<file path="config.mk">
export PLATFORM = sky130hd
export DESIGN_NAME = tipa_ctrl
export DESIGN_NICKNAME = d
export VERILOG_FILES = /design/src/tipa_pkg.sv /design/src/tipa_ctrl.sv
export SDC_FILE = /design/constraint.sdc
export NUM_CORES = 1
export LEC_CHECK = 0
export ABC_AREA = 1
export BUFFER_PORTS_ARGS = -buffer_cell sky130_fd_sc_hd__buf_4
export CAP_MARGIN = 20
export CELL_PAD_IN_SITES_DETAIL_PLACEMENT = 0
export CELL_PAD_IN_SITES_GLOBAL_PLACEMENT = 1
export CORE_AREA = 2 2 39 41
export DETAILED_ROUTE_END_ITERATION = 6
export DIE_AREA = 0 0 41 43
export PLACE_DENSITY_LB_ADDON = 0.3
export SYNTH_ARGS = -nofsm -noshare
export SYNTH_HDL_FRONTEND = slang
export SYNTH_SLANG_ARGS = --single-unit
</file>
<file path="constraint.sdc">
create_clock -name clock -period 2.28 [get_ports clock]
set_clock_uncertainty 0.1 [all_clocks]
set_input_delay 0.228 -clock clock [delete_from_list [all_inputs] [get_ports clock]]
set_output_delay 0.228 -clock clock [all_outputs]
set_load 0.02 [all_outputs]
</file>
<file path="src/tipa_pkg.sv">
// Package for the typed ID pool allocator: operation and status codes,
// controller/datapath command and status structs. No dependencies.
package tipa_pkg;

   // Operation codes carried in the input item
   typedef enum logic [2:0] {
      OP_GROW        = 3'd0,
      OP_RESERVE     = 3'd1,
      OP_CONSUME     = 3'd2,
      OP_PRE_RELEASE = 3'd3,
      OP_RELEASE     = 3'd4
   } op_type;

   // Result status codes
   localparam logic [2:0] ST_OK    = 3'd0;
   localparam logic [2:0] ST_LIMIT = 3'd1;
   localparam logic [2:0] ST_EMPTY = 3'd2;
   localparam logic [2:0] ST_WARN  = 3'd3;
   localparam logic [2:0] ST_FULL  = 3'd4;

   // Commands from the controller to the datapath
   typedef struct packed {
      logic clear;    // write one mark entry of the clearing pass
      logic capture;  // item accepted: latch fields, issue memory reads
      logic commit;   // apply the item and load the result register
   } tipa_cmd_type;

   // Status from the datapath to the controller
   typedef struct packed {
      logic clear_last;  // clearing pass is at its last entry
   } tipa_stat_type;

endpackage

</file>
<file path="src/tipa_ctrl.sv">
// Controller of the typed ID pool allocator: clearing pass, accept and
// commit sequencing, output valid. Depends on tipa_pkg.
module tipa_ctrl (
   input  logic                    clock,
   input  logic                    reset,
   input  logic                    req_tvalid,
   output logic                    req_tready,
   output logic                    rsp_tvalid,
   input  logic                    rsp_tready,
   input  tipa_pkg::tipa_stat_type stat,
   output tipa_pkg::tipa_cmd_type  cmd
);

   typedef enum logic [1:0] {
      S_CLEAR,
      S_IDLE,
      S_EXEC
   } state_type;

   state_type state_ff;
   logic      req_tready_ff;
   logic      rsp_tvalid_ff;

   // Commands
   always_comb begin
      cmd.clear   = (state_ff == S_CLEAR);
      cmd.capture = req_tvalid && req_tready_ff;
      cmd.commit  = (state_ff == S_EXEC) && (!rsp_tvalid_ff || rsp_tready);
   end

   // State and registered handshake outputs
   always_ff @(posedge clock) begin
      if (reset) begin
         state_ff      <= S_CLEAR;
         req_tready_ff <= 1'b0;
         rsp_tvalid_ff <= 1'b0;
      end else begin
         unique case (state_ff)
            S_CLEAR: begin
               if (stat.clear_last) begin
                  state_ff      <= S_IDLE;
                  req_tready_ff <= 1'b1;
               end
            end
            S_IDLE: begin
               if (cmd.capture) begin
                  state_ff      <= S_EXEC;
                  req_tready_ff <= 1'b0;
               end
            end
            S_EXEC: begin
               if (cmd.commit) begin
                  state_ff      <= S_IDLE;
                  req_tready_ff <= 1'b1;
               end
            end
            default: begin
               state_ff      <= S_CLEAR;
               req_tready_ff <= 1'b0;
            end
         endcase

         // Result register occupancy
         if (cmd.commit) begin
            rsp_tvalid_ff <= 1'b1;
         end else if (rsp_tready) begin
            rsp_tvalid_ff <= 1'b0;
         end
      end
   end

   assign req_tready = req_tready_ff;
   assign rsp_tvalid = rsp_tvalid_ff;

endmodule

</file>
==> results of run 1 <==
-- logic make-up after synthesis --
family,count (synthesis),synth area share
flip-flops,3,0.291
buffers and inverters,7,0.164
AO/OA/AOI/OAI,3,0.121
AND/OR/NAND/NOR,12,0.424
-- area by class of cell --
cell class | count | area, µm² | area share
clock buffer | 4 | 26.3 | 0.0850
inverter | 6 | 22.5 | 0.0729
multi-input combinational | 15 | 113 | 0.364
sequential | 3 | 60.1 | 0.194
tap | 16 | 20.0 | 0.0648
timing repair buffer | 9 | 67.6 | 0.219
-- routing by layer --
| metal | track usage | vias up |
|---|---|---|
| met5 | 0 | - |
| met4 | 0.0800 | 0 |
| met3 | 0.0157 | 2 |
| met2 | 0.0719 | 11 |
| met1 | 0.0545 | 66 |
| li1 | - | 98 |
-- report_power, final --
| group | leakage, nW | internal (mW) | switching (mW) |
|---|---|---|---|
| clock | 0.0150 | 0.0657 | 0.0288 |
| combinational | 0.125 | 0.0271 | 0.0322 |
| sequential | 0.0246 | 0.0573 | 0.00876 |
-- cells in the final DEF (no fill, tap or decap), drive strengths merged --
master and n:
clkbuf 4, nand2 5, inv 6, buf 9
nor2 3, nand3 2, nand3b 1, a21oi 2
o21a 1, nor3 1, dfxtp 3
-- path summary, 6_finish.rpt --
check / endpoint / start / slack [ns]
worst max-delay path: cmd[1] / req_tready$_SDFFE_PP0P_ / 0.93
worst min-delay path: state_ff[1]$_SDFFE_PP0P_ / reset / 0.06
worst max register to register: req_tready$_SDFFE_PP0P_ / req_tready$_SDFFE_PP0P_ / 1.24
worst min register to register: req_tready$_SDFFE_PP0P_ / req_tready$_SDFFE_PP0P_ / 0.50
-- state kept, by name (all words and copies together) (netlist names) --
signal      cells
req_tready      1
rsp_tvalid      1
state_ff        1
-- stage by stage --
stage | util | cell area (µm²) | hold slack, ns
6_report | 0.223 | 309 | 0.0568
5_1_grt | 0.223 | 309 | 0.0477
4_1_cts | 0.223 | 309 | 0.0500
3_5_place_dp | 0.204 | 283 | 0.303
3_3_place_gp | 0.204 | 283 | 0.301
2_1_floorplan | - | 206 | 0.190
-- critical path, delay by kind of cell, from the launching register on --
| family | cells | cell delay (ns) |
|---|---|---|
| flops | 1 | 0.51 |
| buf+inv | 2 | 0.20 |
| simple gates | 1 | 0.09 |
==> reports/metrics.yaml, run 1 <==
clock_tree:
  cts_max_path_buffers: 2
  cts_tree: "done"
  cts_max_level: 1
  post_cts_buffers: 0
  clock_latency_ns: 0.23
  cts_resized: 0
  clockRootBuffer: "clkbuf_4"
  cts_hold_buf: 0
  cts_buffers: 3
  clk_pin_slew_worst_paths_ns: 0.04
  cts.sinks: 3
global_routing:
  grt-ovfl-total: 0
  grt_pass1_vias: 176
  grt_max_degree: 10
  antenna_found_initial: 0
  grt_pass1_wl_um: 600
  grt_usage: 0.0552
placed_design:
  dpl.cell_count: 49
  hpwl_um: 342
  io_buffer_count: 9
  finalWeightedCongestion: 0.734
  post-place-ws_ns: 1.17
pwr:
  vdd_drop_max_mv: 0.156
  fin_total_pwr_uw: 220
  p_leak_nw: 0.165
  power_density_nw_per_um2: 711
logic_synthesis:
  synth-main-ff-cell: "dfxtp_1"
  syn_area_per_cell_um2: 8.26
  synth_area_leaders: "dfxtp_1 (29%), nor2_8 (9.7%), inv_1 (9.1%)"
  synth.net_count: 30
  yosysMostFrequentCell: "inv_1"
  synth_top_area_cell: "dfxtp_1"
  synth-edff-count: 0
  synth-async-reset-ratio: 0
  synth_area_um2: 206
  synth_warnings: 0
  ys_types: 14
  ys_ff_latch: 3
  ys_seq_area_frac: 0.291
  ys_top_cells_by_count: "inv_1 (5), dfxtp_1 (3), nand2_1 (3)"
  syn_inst: 25
  synth_top_area_share: 0.291
critical_path:
  arrival_ns: 1.03
  crit_required_ns: 1.95
  critPathSlowestCell: "dfxtp_1"
  crit_path_end_kind: "primary output"
  start_kind: "register"
  cpPeakStageDelay_ns: 0.51
  path_max_fanout: 9
  rr_worst_depth: 4
  cp_cell_sequence: "nand2_1 > inv_1 > buf_4"
  path_class: "reg2out"
sta:
  tightest_slew_ns: 0.337
  hold_violations: 0
  setup_slack_ns: 0.926
  setup-tns-final_ns: 0
  relSlewSlack: 0.775
  fmax_mhz: 739
  rsz0062_at_grt: "no"
  setup_violations: 0
  min_period_ns: 1.35
  slew_viol_final: 0
  fin_crit_sh: 0.594
floorplan:
  die_w_um: 41
  row_count: 14
  die_area_um2: 1760
  core_um2: 1380
  die_h_um: 43
  start_util: 0.149
  ioPinCount: 10
drt:
  wl_per_cell_um: 7.83
  drtPass1Iterations: 2
  wl_met3_um: 28
  drcViolationCount: 0
  drt_iter0_drc: 2
  routed_wl_um: 415
  wl_met1_um: 193
  avgViaCountPerCell: 3.34
  highest_layer: "met4"
  wl_met2_um: 181
  ant_nets: 0
  vias: 177
finish:
  fin_nets: 43
  layoutNonFillerInstCount: 53
  fillers: 157
  area_delta_synth_final_pct: 49.7
  diodes: 0
  drive_gt1_frac: 0.595
hold_path:
  hold_class: "in2reg"
  whs_path_depth: 2
outcome:
  status: "finished clean"
job:
  maxCapViolations: 0
Power figures use the tool's default switching activity.
==> run 2: changes to the inputs <==
- clock period: 2.28 -> 1.2 ns (I/O delays scaled with it)
==> reports/metrics.yaml, run 2 (synthesis gave the netlist of run 1 again) <==
outcome:
  status: "finished clean"
pwr:
  pwr-share-seq: 0.300
  switchingPower_uw: 142
  p_int_uw: 291
  vdd_drop_max_mv: 0.285
  p_clk_frac: 0.430
  p_sw_frac: 0.327
  power_density_nw_per_um2: 1310
  p_leak_nw: 0.172
  combPwrFrac: 0.270
clock_tree:
  clk_pin_slew_worst_paths_ns: 0.04
  clockRootBuffer: "clkbuf_4"
  clock_latency_ns: 0.24
  cts_tree: "done"
  post_cts_buffers: 0
  cts_max_path_buffers: 2
  cts.sinks: 3
  cts_buffers: 3
  cts_max_level: 1
finish:
  diodes: 0
  multi_input_area_um2: 118
  fin_nets: 44
  area_delta_synth_final_pct: 60.0
  seq_area_um2: 66.3
  mostFrequentLayoutCells: "buf_4 (9), inv_1 (4), nand2_1 (3), clkbuf_4 (3)"
  fillers: 160
  utilization: 0.239
  drive_gt1_frac: 0.711
  layout_commonest_cell: "buf_4"
critical_path:
  path_class: "reg2out"
  rr_worst_depth: 4
  arrival_ns: 0.94
  crit_path_end_kind: "primary output"
  crit_required_ns: 0.98
  path_max_fanout: 4
  cp_cell_sequence: "inv_2 > nor3_2 > buf_4"
  start_kind: "register"
  cpPeakStageDelay_ns: 0.34
  path_delay_family: "flip-flops"
  worst-path-stages: 3
  critPathBufInv: 2
  critPathSlowestCell: "dfxtp_2"
global_routing:
  antenna_found_initial: 0
  grt_pass1_vias: 215
  grt_max_degree: 10
  grt-ovfl-total: 0
  grt_usage: 0.0711
  grt_pass1_wl_um: 745
drt:
  drt_iter0_drc: 0
  vias: 194
  drcViolationCount: 0
  ant_nets: 0
  drtPass1Iterations: 1
  routed_wl_um: 448
  avgViaCountPerCell: 3.59
  wl_per_cell_um: 8.30
sta:
  fin_crit_sh: 0.963
  min_period_ns: 1.16
  relSlewSlack: 0.924
  slew_viol_final: 0
  setup_violations: 0
  hold_violations: 0
  tightest_slew_ns: 0.114
  fmax_mhz: 866
  whs_ns: 0.0709
  rsz0062_at_grt: "yes"
job:
  maxCapViolations: 0
floorplan:
  core_um2: 1380
  start_util: 0.149
  die_w_um: 41
  die_h_um: 43
  ioPinCount: 10
  die_area_um2: 1760
  row_count: 14
placed_design:
  io_buffer_count: 9
  hpwl_um: 357
  finalWeightedCongestion: 0.678
hold_path:
  whs_path_depth: 3
  hold_class: "in2reg"
run 2: cell types whose count changed in the layout (fill, tap and decap cells not counted):
| cell | previous run | this run |
|---|---|---|
| nor3_1 | 1 | 0 |
| inv_1 | 5 | 4 |
| dfxtp_1 | 3 | 0 |
| inv_2 | 1 | 2 |
| dfxtp_4 | 0 | 1 |
| dlygate4sd3_1 | 0 | 1 |
| dfxtp_2 | 0 | 2 |
| nor3_2 | 0 | 1 |
run 2: power groups by stage:
stage	combinational [mW]	sequential [mW]	clock (mW)
6_report	0.117	0.130	0.186
5_1_grt	0.128	0.131	0.206
2_1_floorplan	0.0828	0.124	0
3_5_place_dp	0.116	0.129	0
3_3_place_gp	0.114	0.128	0
4_1_cts	0.119	0.129	0.197
run 2: worst paths after layout:
check,to,slack [ns],start
worst max register to register,req_tready$_SDFFE_PP0P_,0.28,req_tready$_SDFFE_PP0P_
worst max-delay path,cmd[0],0.04,state_ff[1]$_SDFFE_PP0P_
worst min-delay path,state_ff[1]$_SDFFE_PP0P_,0.07,req_tvalid
worst min register to register,req_tready$_SDFFE_PP0P_,0.43,req_tready$_SDFFE_PP0P_
run 2: layout make-up:
cell class              count  area share
multi-input cells          15       0.356
repair buffers             10       0.235
flip-flops and latches      3       0.201
clock buffers               4      0.0795
inverters                   6      0.0682
well taps                  16      0.0606
run 2: repair_timing:
action,CTS,global route
endpoints found under the hold margin,1,0
hold buffers,1,0
gates resized for setup,3,2
endpoints found under the setup margin,4,2
run 2: worst reg2reg max path, cell delays in order (launching register included):
cell	delay (ns)
dfxtp_4	0.37
nor2_2	0.14
nand2_2	0.08
nand3_2	0.07
a21oi_2	0.05
run 2: per-stage QoR:
stage | cell area [µm²] | cells | setup TNS (ns) | setup WS (ns) | power [mW]
after floorplan | 211 | 25 | 0 | 0.0181 | 0.207
after global placement | 288 | 49 | 0 | 0.146 | 0.242
after detailed placement | 288 | 49 | 0 | 0.131 | 0.245
after CTS | 327 | 54 | 0 | 0.0229 | 0.445
after global routing | 330 | 54 | -0.00457 | -0.00457 | 0.465
final | 330 | 54 | 0 | 0.0447 | 0.433
run 2: routing by layer:
metal	GRT usage	vias to the layer above	part of all wire
li1	-	100	-
met1	0.0510	82	0.35
met2	0.106	9	0.51
met3	0.0157	3	0.078
met4	0.120	0	0.058
met5	0	-	0
==> run 3: changes to the inputs <==
- GPL_TIMING_DRIVEN: unset -> 0
- clock period: 1.2 -> 1.3 ns (I/O delays scaled with it)
==> reports/metrics.yaml, run 3 (synthesis gave the netlist of run 1 again) <==
outcome:
  status: "finished clean"
critical_path:
  critPathBufInv: 2
  crit_path_end_kind: "primary output"
  r2r_end: "req_tready$_SDFFE_PP0P_"
  start_kind: "register"
  path_class: "reg2out"
  path_max_fanout: 8
  cpPeakStageDelay_ns: 0.30
  arrival_ns: 0.99
  path_delay_family: "buffers and inverters"
  critPathSlowestCell: "dfxtp_1"
  reg2reg_slack_ns: 0.32
  cp_cell_sequence: "buf_6 > nor3_2 > buf_4"
  crit_required_ns: 1.07
  worstReg2RegStart: "req_tready$_SDFFE_PP0P_"
  rr_worst_depth: 5
finish:
  mostFrequentLayoutCells: "buf_4 (9), inv_1 (5), nand2_1 (3), clkbuf_4 (3), dfxtp_1 (3)"
  fin_nets: 45
  diodes: 0
  layoutNonFillerInstCount: 55
  layout_commonest_cell: "buf_4"
  area_delta_synth_final_pct: 62.4
  drive_gt1_frac: 0.615
placed_design:
  post-place-ws_ns: 0.272
  io_buffer_count: 9
  finalWeightedCongestion: 0.650
  dpl.cell_count: 50
  hpwl_um: 335
sta:
  slew_viol_final: 0
  fin_crit_sh: 0.939
  setup_violations: 0
  whs_ns: 0.0980
  relSlewSlack: 0.893
  tightest_slew_ns: 0.160
  fmax_mhz: 820
  min_period_ns: 1.22
  setup-tns-final_ns: 0
  rsz0062_at_grt: "no"
  setup_slack_ns: 0.0799
  hold_violations: 0
clock_tree:
  clock_latency_ns: 0.23
  cts_tree: "done"
  clk_pin_slew_worst_paths_ns: 0.04
  cts.sinks: 3
  clockRootBuffer: "clkbuf_4"
  cts_buffers: 3
  cts_max_path_buffers: 2
  cts_max_level: 1
  post_cts_buffers: 0
pwr:
  switchingPower_uw: 124
  pwr-share-seq: 0.265
  p_leak_nw: 0.176
  vdd_drop_max_mv: 0.273
  p_clk_frac: 0.409
  p_sw_frac: 0.310
  p_int_uw: 275
  power_density_nw_per_um2: 1190
  combPwrFrac: 0.326
drt:
  routed_wl_um: 420
  avgViaCountPerCell: 3.51
  drt_iter0_drc: 0
  ant_nets: 0
  wl_per_cell_um: 7.64
  vias: 193
  drtPass1Iterations: 1
  drcViolationCount: 0
floorplan:
  row_count: 14
  die_area_um2: 1760
  die_h_um: 43
  die_w_um: 41
  ioPinCount: 10
  core_um2: 1380
  start_util: 0.149
global_routing:
  grt_max_degree: 9
  antenna_found_initial: 0
  grt_pass1_wl_um: 676
  grt_usage: 0.0612
  grt-ovfl-total: 0
  grt_pass1_vias: 185
hold_path:
  hold_start: "req_tvalid"
  whs_path_depth: 3
  hold_class: "in2reg"
  hold_end: "state_ff[1]$_SDFFE_PP0P_"
job:
  maxCapViolations: 0
[run 3: stage by stage]
stage          instance area, µm²  power, mW   util
2_1_floorplan                 206      0.189      -
6_report                      335      0.398  0.242
5_1_grt                       335      0.427  0.242
4_1_cts                       330      0.410  0.239
3_5_place_dp                  294      0.235  0.212
3_3_place_gp                  294      0.234  0.212
[run 3: final cells by class]
cell class / count / area [µm²]
well taps: 16 / 20.0
multi-input cells: 15 / 118
fillers: 159 / 1050
flip-flops and latches: 3 / 60.1
inverters: 6 / 22.5
repair buffers: 10 / 77.6
plain buffers: 1 / 11.3
clock buffers: 4 / 26.3
[run 3: how the worst max path moves through the flow]
stage,slack [ns],start,end,depth (start not counted)
finish,0.08,req_tready$_SDFFE_PP0P_,cmd[0],3
floorplan,0.04,req_tready$_SDFFE_PP0P_,cmd[0],2
CTS,0.02,req_tready$_SDFFE_PP0P_,cmd[0],3
detailed placement,0.27,req_tready$_SDFFE_PP0P_,cmd[0],3
global placement,0.28,req_tready$_SDFFE_PP0P_,cmd[0],3
global route,0.03,req_tready$_SDFFE_PP0P_,cmd[0],3
[run 3: worst min-delay path: stages]
cell and delay [ns]:
buf_4 0.12, nand3_1 0.09, a21oi_2 0.06
[run 3: routing by layer]
metal,part of all wire,global-route usage
met5,0,0
met4,0,0.0800
met1,0.44,0.0737
met2,0.48,0.0719
met3,0.079,0.0157
[run 3: power groups by stage]
stage	sequential (mW)	clock, mW	combinational (mW)
6_report	0.105	0.163	0.130
4_1_cts	0.105	0.174	0.131
3_5_place_dp	0.107	0	0.128
5_1_grt	0.107	0.180	0.141
2_1_floorplan	0.114	0	0.0749
3_3_place_gp	0.107	0	0.127
[run 3: what timing repair did]
item                                    in CTS  in global routing
hold endpoints to repair                     1                  0
endpoints found under the setup margin       0                  1
gates resized for setup                      0                  1
hold buffers                                 1                  0
